## config.mk

```make
export PLATFORM = sky130hd
export DESIGN_NAME = keyed_set_table_top
export DESIGN_NICKNAME = d
export VERILOG_FILES = /design/src/hdl/kst_pkg.sv /design/src/hdl/kst_store.sv /design/src/hdl/kst_ctrl.sv /design/src/hdl/keyed_set_table_top.sv
export SDC_FILE = /design/constraint.sdc
export NUM_CORES = 1
export LEC_CHECK = 0
export BUFFER_PORTS_ARGS = -buffer_cell sky130_fd_sc_hd__clkbuf_2
export CAP_MARGIN = 20
export CORE_UTILIZATION = 55
export CTS_CLUSTER_SIZE = 20
export DETAILED_ROUTE_END_ITERATION = 7
export PLACE_DENSITY = 0.72
export SYNTH_ARGS = -nofsm -noshare
export SYNTH_HDL_FRONTEND = slang
export SYNTH_SLANG_ARGS = --single-unit
```

## constraint.sdc

```tcl
create_clock -name clk -period 7.7 [get_ports clk]
set_clock_uncertainty 0.1 [all_clocks]
set_input_delay 0 -clock clk [delete_from_list [all_inputs] [get_ports clk]]
set_output_delay 0 -clock clk [all_outputs]
set_load 0.01 [all_outputs]
```

## src/hdl/kst_pkg.sv

```systemverilog
// Shared types and constants for the keyed set table.
`timescale 1ns / 1ps

package kst_pkg;

  localparam int CAPACITY = 16;
  localparam int IDX_W    = (CAPACITY > 1) ? $clog2(CAPACITY) : 1;
  localparam int CNT_W    = $clog2(CAPACITY + 1);
  localparam int KEY_W    = 32;
  localparam int HDL_W    = 16;

  typedef enum logic [1:0] {
    ACT_ADD    = 2'd0,
    ACT_REMOVE = 2'd1,
    ACT_LOOKUP = 2'd2,
    ACT_POP    = 2'd3
  } action_t;

  typedef enum logic [2:0] {
    STS_OK        = 3'd0,
    STS_NOT_FOUND = 3'd1,
    STS_PRESENT   = 3'd2,
    STS_FULL      = 3'd3,
    STS_EMPTY     = 3'd4
  } status_t;

  typedef enum logic [2:0] {
    ST_IDLE,
    ST_SCAN,
    ST_MOVE,
    ST_POP,
    ST_DONE
  } state_t;

  typedef struct packed {
    status_t            status;
    logic               found;
    logic [KEY_W-1:0]   key;
    logic [HDL_W-1:0]   handle;
    logic [CNT_W-1:0]   count;
  } result_t;

endpackage

```

## src/hdl/kst_store.sv

```systemverilog
// Entry memory: one write port and one registered read port.
`timescale 1ns / 1ps

module kst_store (
  input  logic                       clk,
  input  logic                       wr_en,
  input  logic [kst_pkg::IDX_W-1:0]  wr_addr,
  input  logic [kst_pkg::KEY_W-1:0]  wr_key,
  input  logic [kst_pkg::HDL_W-1:0]  wr_handle,
  input  logic [kst_pkg::IDX_W-1:0]  rd_addr,
  output logic [kst_pkg::KEY_W-1:0]  rd_key,
  output logic [kst_pkg::HDL_W-1:0]  rd_handle
);
  import kst_pkg::*;

  logic [KEY_W+HDL_W-1:0] mem [CAPACITY];
  logic [KEY_W+HDL_W-1:0] rd_data_r;

  // Write one entry
  always_ff @(posedge clk) begin
    if (wr_en) begin
      mem[wr_addr] <= {wr_key, wr_handle};
    end
  end

  // Read one entry a cycle
  always_ff @(posedge clk) begin
    rd_data_r <= mem[rd_addr];
  end

  assign rd_key    = rd_data_r[KEY_W+HDL_W-1:HDL_W];
  assign rd_handle = rd_data_r[HDL_W-1:0];

endmodule

```

## src/hdl/kst_ctrl.sv

```systemverilog
// Request sequencer: scans the store one entry a cycle with a shared key compare.
`timescale 1ns / 1ps

module kst_ctrl (
  input  logic                       clk,
  input  logic                       rst_n,
  input  logic                       req_valid,
  output logic                       req_stall,
  input  logic [1:0]                 req_action,
  input  logic [kst_pkg::KEY_W-1:0]  req_key,
  input  logic [kst_pkg::HDL_W-1:0]  req_handle,
  output logic                       res_valid,
  input  logic                       res_take,
  output kst_pkg::result_t           res,
  output logic                       wr_en,
  output logic [kst_pkg::IDX_W-1:0]  wr_addr,
  output logic [kst_pkg::KEY_W-1:0]  wr_key,
  output logic [kst_pkg::HDL_W-1:0]  wr_handle,
  output logic [kst_pkg::IDX_W-1:0]  rd_addr,
  input  logic [kst_pkg::KEY_W-1:0]  rd_key,
  input  logic [kst_pkg::HDL_W-1:0]  rd_handle
);
  import kst_pkg::*;

  state_t            state_r, state_nxt;
  action_t           act_r, act_nxt;
  logic [KEY_W-1:0]  key_r, key_nxt;
  logic [HDL_W-1:0]  hdl_r, hdl_nxt;
  logic [IDX_W-1:0]  idx_r, idx_nxt;
  logic [IDX_W-1:0]  slot_r, slot_nxt;
  logic [CNT_W-1:0]  count_r, count_nxt;
  status_t           status_r, status_nxt;
  logic              found_r, found_nxt;
  logic [KEY_W-1:0]  kout_r, kout_nxt;
  logic [HDL_W-1:0]  hout_r, hout_nxt;

  logic              accept;
  logic              hit;
  logic              scan_last;
  logic              is_full;
  logic [CNT_W-1:0]  count_dec;
  logic [IDX_W-1:0]  last_idx;
  logic [IDX_W-1:0]  tail_idx;

  assign accept    = req_valid && (state_r == ST_IDLE);
  assign hit       = (rd_key == key_r);
  assign count_dec = count_r - 1'b1;
  assign last_idx  = IDX_W'(count_dec);
  assign tail_idx  = IDX_W'(count_r);
  assign scan_last = (CNT_W'(idx_r) == count_dec);
  assign is_full   = (count_r == CNT_W'(CAPACITY));

  assign req_stall = (state_r != ST_IDLE);
  assign res_valid = (state_r == ST_DONE);
  assign res       = '{status: status_r, found: found_r, key: kout_r,
                       handle: hout_r, count: count_r};

  // Next state
  always_comb begin
    state_nxt = state_r;
    unique case (state_r)
      ST_IDLE: begin
        if (accept) begin
          if (action_t'(req_action) == ACT_POP) begin
            state_nxt = (count_r == '0) ? ST_DONE : ST_POP;
          end else begin
            state_nxt = (count_r == '0) ? ST_DONE : ST_SCAN;
          end
        end
      end
      ST_SCAN: begin
        if (hit) begin
          state_nxt = (act_r == ACT_REMOVE) ? ST_MOVE : ST_DONE;
        end else if (scan_last) begin
          state_nxt = ST_DONE;
        end
      end
      ST_MOVE: state_nxt = ST_DONE;
      ST_POP:  state_nxt = ST_DONE;
      ST_DONE: begin
        if (res_take) begin
          state_nxt = ST_IDLE;
        end
      end
      default: state_nxt = ST_IDLE;
    endcase
  end

  // Datapath and memory control
  always_comb begin
    act_nxt    = act_r;
    key_nxt    = key_r;
    hdl_nxt    = hdl_r;
    idx_nxt    = idx_r;
    slot_nxt   = slot_r;
    count_nxt  = count_r;
    status_nxt = status_r;
    found_nxt  = found_r;
    kout_nxt   = kout_r;
    hout_nxt   = hout_r;
    wr_en      = 1'b0;
    wr_addr    = tail_idx;
    wr_key     = key_r;
    wr_handle  = hdl_r;
    rd_addr    = '0;
    unique case (state_r)
      ST_IDLE: begin
        if (accept) begin
          act_nxt    = action_t'(req_action);
          key_nxt    = req_key;
          hdl_nxt    = req_handle;
          idx_nxt    = '0;
          status_nxt = STS_OK;
          found_nxt  = 1'b0;
          kout_nxt   = '0;
          hout_nxt   = '0;
          if (action_t'(req_action) == ACT_POP) begin
            // Fetch the tail entry, or report an empty table
            rd_addr = last_idx;
            if (count_r == '0) begin
              status_nxt = STS_EMPTY;
            end
          end else if (count_r == '0) begin
            // Nothing to scan: append directly or miss
            if (action_t'(req_action) == ACT_ADD) begin
              wr_en     = 1'b1;
              wr_addr   = '0;
              wr_key    = req_key;
              wr_handle = req_handle;
              count_nxt = count_r + 1'b1;
            end else begin
              status_nxt = STS_NOT_FOUND;
            end
          end else begin
            rd_addr = '0;
          end
        end
      end
      ST_SCAN: begin
        rd_addr = idx_r + 1'b1;
        if (hit) begin
          found_nxt = 1'b1;
          kout_nxt  = rd_key;
          hout_nxt  = rd_handle;
          slot_nxt  = idx_r;
          rd_addr   = last_idx;
          if (act_r == ACT_ADD) begin
            status_nxt = STS_PRESENT;
          end
        end else if (scan_last) begin
          if (act_r == ACT_ADD) begin
            if (is_full) begin
              status_nxt = STS_FULL;
            end else begin
              wr_en     = 1'b1;
              count_nxt = count_r + 1'b1;
            end
          end else begin
            status_nxt = STS_NOT_FOUND;
          end
        end else begin
          idx_nxt = idx_r + 1'b1;
        end
      end
      ST_MOVE: begin
        // Fill the gap with the tail entry
        wr_en     = 1'b1;
        wr_addr   = slot_r;
        wr_key    = rd_key;
        wr_handle = rd_handle;
        count_nxt = count_dec;
      end
      ST_POP: begin
        kout_nxt  = rd_key;
        hout_nxt  = rd_handle;
        count_nxt = count_dec;
      end
      ST_DONE: begin
        rd_addr = '0;
      end
      default: begin
        rd_addr = '0;
      end
    endcase
  end

  // Control registers
  always_ff @(posedge clk) begin
    if (!rst_n) begin
      state_r <= ST_IDLE;
      count_r <= '0;
    end else begin
      state_r <= state_nxt;
      count_r <= count_nxt;
    end
  end

  // Payload registers
  always_ff @(posedge clk) begin
    act_r    <= act_nxt;
    key_r    <= key_nxt;
    hdl_r    <= hdl_nxt;
    idx_r    <= idx_nxt;
    slot_r   <= slot_nxt;
    status_r <= status_nxt;
    found_r  <= found_nxt;
    kout_r   <= kout_nxt;
    hout_r   <= hout_nxt;
  end

endmodule

```

## src/hdl/keyed_set_table_top.sv

```systemverilog
// Top level of the keyed set table: sequencer, entry store and output register.
`timescale 1ns / 1ps

// A set of up to CAPACITY (16) entries, each a unique 32-bit key with a
// 16-bit handle, kept unordered in the first count slots. Each input beat is
// an add, remove or lookup by key, or a pop, and yields exactly one output
// beat. A single comparator walks the store one entry per cycle, so the time
// for an add, remove or lookup is set by the scan. A hit ends the scan at the
// matching slot. A remove that hits then moves the tail entry into the freed
// slot. A pop reads the tail entry without a scan, and a request on an empty
// table finishes without one. The output beat is registered when the
// sequencer returns to idle and can take the next beat. The input is stalled
// while a request is in progress. A finished result sits in the output
// register, and the next request is taken while it waits. An add of a new
// key to a full table is refused with the full status.
module keyed_set_table_top (
  input  logic               clk,
  input  logic               rst_n,
  input  logic               in_valid,
  output logic               in_stall,
  input  logic [1:0]         in_action,
  input  logic signed [31:0] in_key,
  input  logic [15:0]        in_handle,
  output logic               out_valid,
  input  logic               out_stall,
  output logic [2:0]         out_status,
  output logic               out_found,
  output logic signed [31:0] out_key_out,
  output logic [15:0]        out_handle_out,
  output logic [4:0]         out_count
);
  import kst_pkg::*;

  result_t           res;
  logic              res_valid;
  logic              res_take;
  logic              wr_en;
  logic [IDX_W-1:0]  wr_addr;
  logic [KEY_W-1:0]  wr_key;
  logic [HDL_W-1:0]  wr_handle;
  logic [IDX_W-1:0]  rd_addr;
  logic [KEY_W-1:0]  rd_key;
  logic [HDL_W-1:0]  rd_handle;

  logic              out_valid_r;
  result_t           out_res_r;

  kst_ctrl u_ctrl (
    .clk        (clk),
    .rst_n      (rst_n),
    .req_valid  (in_valid),
    .req_stall  (in_stall),
    .req_action (in_action),
    .req_key    (in_key),
    .req_handle (in_handle),
    .res_valid  (res_valid),
    .res_take   (res_take),
    .res        (res),
    .wr_en      (wr_en),
    .wr_addr    (wr_addr),
    .wr_key     (wr_key),
    .wr_handle  (wr_handle),
    .rd_addr    (rd_addr),
    .rd_key     (rd_key),
    .rd_handle  (rd_handle)
  );

  kst_store u_store (
    .clk       (clk),
    .wr_en     (wr_en),
    .wr_addr   (wr_addr),
    .wr_key    (wr_key),
    .wr_handle (wr_handle),
    .rd_addr   (rd_addr),
    .rd_key    (rd_key),
    .rd_handle (rd_handle)
  );

  // Take a result when the output register is free or draining
  assign res_take = res_valid && (!out_valid_r || !out_stall);

  // Hold the output beat until it is taken
  always_ff @(posedge clk) begin
    if (!rst_n) begin
      out_valid_r <= 1'b0;
    end else if (res_take) begin
      out_valid_r <= 1'b1;
    end else if (!out_stall) begin
      out_valid_r <= 1'b0;
    end
  end

  always_ff @(posedge clk) begin
    if (res_take) begin
      out_res_r <= res;
    end
  end

  assign out_valid      = out_valid_r;
  assign out_status     = out_res_r.status;
  assign out_found      = out_res_r.found;
  assign out_key_out    = out_res_r.key;
  assign out_handle_out = out_res_r.handle;
  assign out_count      = 5'(out_res_r.count);

endmodule

```

=== Word-level counts from Yosys, hierarchy flattened ===
Memory sizes are Yosys's and may differ from the RTL's. A register that Yosys moved wholly into a read port is not among the register bits.
Index checks and enable logic that the tools add are counted.

* Register bits after elaboration: 176
* Latch bits: 0
* RAM bits: 768
* Memory bits (read-only): 0
* Output and inout port bits: 59
* Memories kept: 1

{| class="wikitable"
|+ Memories
! memory !! depth !! bits a word !! read ports !! clocked after Yosys merged registers in !! wr ports !! RTL line !! text
|-
| u_store.mem || 16 || 48 || 1 || 1 || 1 || kst_store.sv:16 || <nowiki>logic [KEY_W+HDL_W-1:0] mem [CAPACITY];</nowiki>
|}

* $add $sub $neg: 3
* $mul: 0
* Divide/modulo/power cells: 0
* Magnitude comparators: 0
* Eq/ne operators: 24
* Shift-type cells: 0
* Mux-type cells: 74
* Bitwise gates (word level): 0
* Reductions and logical operators: 22

{| class="wikitable"
|+ Operators with widths
! kind !! count
|-
| two-way mux 32 bit || 6
|-
| two-way mux 16 bit || 6
|-
| one-hot mux 32 bit (3 select lines) || 1
|-
| one-hot mux 32 bit (2 select lines) || 1
|-
| two-way mux 3 bit || 17
|-
| one-hot mux 16 bit (3 select lines) || 1
|-
| two-way mux 4 bit || 10
|-
| two-way mux 5 bit || 8
|-
| == test 32 bit || 1
|-
| one-hot mux 16 bit (2 select lines) || 1
|-
| one-hot mux 4 bit (2 select lines) || 3
|-
| two-way mux 1 bit || 15
|-
| one-hot mux 5 bit (3 select lines) || 1
|-
| != test 2 x 1 -> 1 bit, second input constant || 6
|-
| != test 2 bit, second input constant || 6
|-
| one-hot mux 3 bit (4 select lines) || 1
|-
| AND reduction 3 bit || 3
|-
| AND reduction 9 bit || 1
|-
| nonzero test 3 bit || 3
|-
| == test 3 x 2 -> 1 bit, second input constant || 2
|-
| one-hot mux 3 bit (2 select lines) || 1
|-
| adder 5 x 1 -> 5 bit, second input constant || 1
|-
| == test 4 x 5 -> 1 bit || 1
|-
| == test 5 bit, second input constant || 1
|-
| 22 further kinds || 26
|}

=== Logic depth before layout (Yosys ltp) ===
* Word-level depth: 8
* Mapped depth: 13
* Gate-level depth less buffers: 10

=== Hierarchy ===
A second synthesis with hierarchy kept.

* Cell total of the unflattened synthesis: 1773
* Area, all modules: 37242.0 um^2

{| class="wikitable"
|+ By module, submodules not included
! module !! times used !! cells an instance !! area an instance (um^2) !! seq. area each (um^2)
|-
| kst_store || 1 || 1242 || 29691.0 || 24023.0
|-
| kst_ctrl || 1 || 470 || 5800.6 || 3463.3
|-
| keyed_set_table_top || 1 || 61 || 1750.4 || 1731.7
|}

=== Worst setup path after synthesis ===
OpenSTA, ideal clock, no wires.

* Kind: flip-flop to flip-flop
* Start point: register u_ctrl.count_r[0]
* End point: memory u_store.mem[14][0] in the netlist's numbering, enable pin
* Data arrival time: 4.917 ns
* Data required time: 7.146 ns
* Slack: 2.229 ns
* Cell stages (with the launch flop): 12
* Cell sequence: dfxtp_1 clkbuf_1 inv_1 ha_1 buf_4 nor4b_1 nand3_1 a21oi_1 nor2b_1 o21ai_0 or2_2 nor2_1

* Word-level cells in the longest chain between the ends: 8

{| class="wikitable"
|+ RTL lines
! what !! RTL line !! text
|-
| start: declaration || kst_ctrl.sv:31 || <nowiki>logic [CNT_W-1:0] count_r, count_nxt;</nowiki>
|-
| start signal: assignment || kst_ctrl.sv:194 || <nowiki>count_r <= count_nxt;</nowiki>
|-
| branches (longest 8 deep; another with subtractor 5 x 1 -> 5 bit) || n/a ||
|-
| end: declaration || kst_store.sv:16 ||
|}

Several ways; the timed one is not identified.

=== Worst setup path after layout ===
* Start point: register u_ctrl.count_r[0]
* End point: memory u_store.mem[0][36] in the netlist's numbering, enable pin

Same word-level chain as after synthesis.

==> impl_metrics.yaml <==
run_status:
  status: "completed"
logic_synthesis:
  synth_top_family_by_area: "multiplexers"
  synth-compound-area-share: 0.0568
  synth_edf_count: 935
  synthArstFlopShare: 0
  yosysUniqueCellTypes: 62
  yosys.area_share.simple: 0.0443
  ys_seq_elements: 992
  ys_seq_area_frac: 0.770
  synth.mux.area_fraction: 0.101
  synth-warning-count: 0
  ys.flop_type: "edfxtp_1"
  synth_fp_nets: 2251
  synthCells: 2194
  synthesis.area_um2: 38000
  syn_area_per_cell_um2: 17.3
  synth_fa_ha_area_frac: 0.000989
  synth_xor_area_frac: 0.0106
place:
  gp_congestion: 0.840
  placed_cell_area_um2: 39600
  portBuffers: 112
  dpl.hpwl_um: 48600
timing:
  rsz0062_at_grt: "no"
  worstMarginPinSlew_ns: 1.18
  hold_viol_final: 0
  final_max_slew_viol_count: 0
  fin_crit_sh: 0.675
  fmax_mhz: 192
  setup_violations: 0
  finalCriticalPeriod_ns: 5.20
  final.setup.tns_ns: 0
  slew_headroom: 0.216
grt:
  grt_pass1_vias: 21000
  antenna_found_initial: 1
  grtUsageTotal: 0.274
  grt_overflow: 0
  grt_max_degree: 113
  grt_pass1_wl_um: 139000
cts:
  clockBufferDepth: 3
  h-tree-depth: 3
  ctsHoldBuffers: 75
  cts_root_buf: "clkbuf_16"
  clock-sinks: 992
  worstSkewPairLatency_ns: 0.66
  post_cts_resized: 0
  cts.clk_slew.worst_paths_ns: 0.06
  postCtsSetupBuffers: 0
  numCtsBuffers: 97
  cts_tree: "done"
setup_path:
  rr_startpoint: "u_ctrl.count_r[0]$_SDFFE_PN0P_"
  critPathKind: "register to register"
  crit_path_end: "u_store.mem[0][36]$_DFFE_PP_"
  r2r_slack_ns: 2.50
  worstPathArrival_ns: 5.36
  reg2reg_to: "u_store.mem[0][36]$_DFFE_PP_"
  r2r_cells: 12
  crit_path_end_kind: "register"
  cp_max_fo: 30
  required_ns: 7.87
  cp-start-kind: "register"
  startpoint: "u_ctrl.count_r[0]$_SDFFE_PN0P_"
final_layout:
  postLayoutCellArea_um2: 43800
  layout_common_cells: "935 x edfxtp_1, 381 x mux2i_1, 239 x o22ai_1, 113 x clkbuf_2, 110 x nand2_1"
  fin_nets: 2500
  antenna-diode-count: 0
  final_util: 0.647
  area_growth_pct: 15.5
  drive_gt1_frac: 0.152
  final_common_cell: "edfxtp_1"
die:
  initial_core_util: 0.560
  rows: 95
  boundaryPins: 113
  fp.coreArea_um2: 67800
  fp.dieArea_um2: 70100
  die_x_um: 265
  die_y_um: 265
routing:
  route.vias.total: 21800
  drc_errors: 0
  firstDrtPassIters: 6
  via_per_inst: 6.40
  avgRoutedWirePerCell_um: 28.5
  drt_iter0_drc: 2724
  drtAntennaViolNets: 0
  wl_um: 97000
power:
  powerDensity_nw_per_um2: 369
  p_total_mw: 16.2
  p_leak_nw: 16.9
  ir_worst_vdd_mv: 0.198
min_path:
  hold_path_depth: 2
  hp-class: "input port to register"
job:
  drv_cap: 0
## state kept, by name, indices dropped and copies added (netlist names), 2 cells and up
| register | flops |
|---|---|
| out_key_out | 32 |
| u_ctrl.key_r | 32 |
| u_ctrl.state_r | 3 |
| u_ctrl.hdl_r | 16 |
| u_store.mem | 768 |
| u_ctrl.idx_r | 4 |
| u_ctrl.slot_r | 4 |
| u_ctrl.count_r | 5 |
| u_ctrl.act_r | 2 |
| u_ctrl.kout_r | 32 |
| out_handle_out | 16 |
| out_count | 5 |
| u_ctrl.status_r | 3 |
| u_ctrl.hout_r | 16 |
| out_status | 3 |
| u_store.rd_data_r | 48 |
## through the flow
stage               std cells  hold WS (ns)  setup WS (ns)
finish                   3399        0.0299           2.50
floorplan                2194      -0.00113           2.23
global route             3399        0.0150           2.29
global placement         3100        0.0987           2.85
detailed placement       3101        0.0955           2.72
CTS                      3358       0.00141           2.60
## power by group
| part | internal (mW) | total [mW] | switching [mW] |
|---|---|---|---|
| Combinational | 1.24 | 3.78 | 2.54 |
| Clock | 2.78 | 4.76 | 1.99 |
| Sequential | 7.31 | 7.65 | 0.345 |
| Total | 11.3 | 16.2 | 4.87 |
## layout make-up
type / count / area [um2]
Clock buffer: 135 / 2680
Clock inverter: 47 / 522
Fill cell: 4605 / 23900
Inverter: 11 / 41.3
Multi-Input combinational cell: 1072 / 8340
Sequential cell: 992 / 29200
Tap cell: 873 / 1090
Timing Repair Buffer: 269 / 1940
## worst max-delay path: stages, from the launching register on
cell and delay [ns]:
dfxtp_1 0.46, inv_1 0.20, ha_1 0.37, nor4b_1 0.30, buf_4 0.21, nand3_1 0.08, a21oi_1 0.40, nor2b_1 0.49
o21ai_0 0.25, inv_1 0.09, o211ai_1 0.33, nor2_4 0.85, buf_4 0.64
## layer usage
metal,up-vias,share of wire,global-route usage
met2,1303,0.47,0.437
met5,-,0,0
met3,180,0.10,0.0448
met1,11000,0.40,0.390
li1,9264,-,-
met4,0,0.028,0.0842
## how the worst min path moves through the flow
stage                       from                          to  slack, ns
detailed placement     in_key[2]   u_ctrl.key_r[2]$_DFFE_PP_        0.1
floorplan           in_action[0]   u_ctrl.act_r[0]$_DFFE_PP_     -0.001
global placement      in_key[15]  u_ctrl.key_r[15]$_DFFE_PP_        0.1
global route        in_handle[7]   u_ctrl.hdl_r[7]$_DFFE_PP_       0.02
finish              in_handle[7]   u_ctrl.hdl_r[7]$_DFFE_PP_       0.03
CTS                   in_key[13]  u_ctrl.key_r[13]$_DFFE_PP_      0.001
## synthesized netlist by cell type, types with 9 or more instances
master	instances	area, um2
or4_1	47	353
xor2_1	37	324
buf_4	13	97.6
xnor2_1	9	78.8
buf_2	61	305
o22ai_1	239	1500
dfxtp_1	57	1140
clkbuf_1	42	158
edfxtp_1	935	28100
nand3_1	16	80.1
nand2_1	112	420
a31oi_1	49	307
and2_1	54	338
inv_1	10	37.5
o21ai_0	11	55.1
nor2_1	32	120
mux2i_1	381	3810
## kinds of logic (layout without fill, tap and decap cells)
| kind of cell | count (synthesis) | count (layout) |
|---|---|---|
| flops | 992 | 992 |
| xor+xnor | 46 | 46 |
| simple gates | 304 | 304 |
| mux | 384 | 384 |
| compound gates | 335 | 335 |
| fa+ha+maj | 3 | 3 |
| buf+inv | 130 | 462 |
No activity file was read; power rests on OpenSTA's default activity.
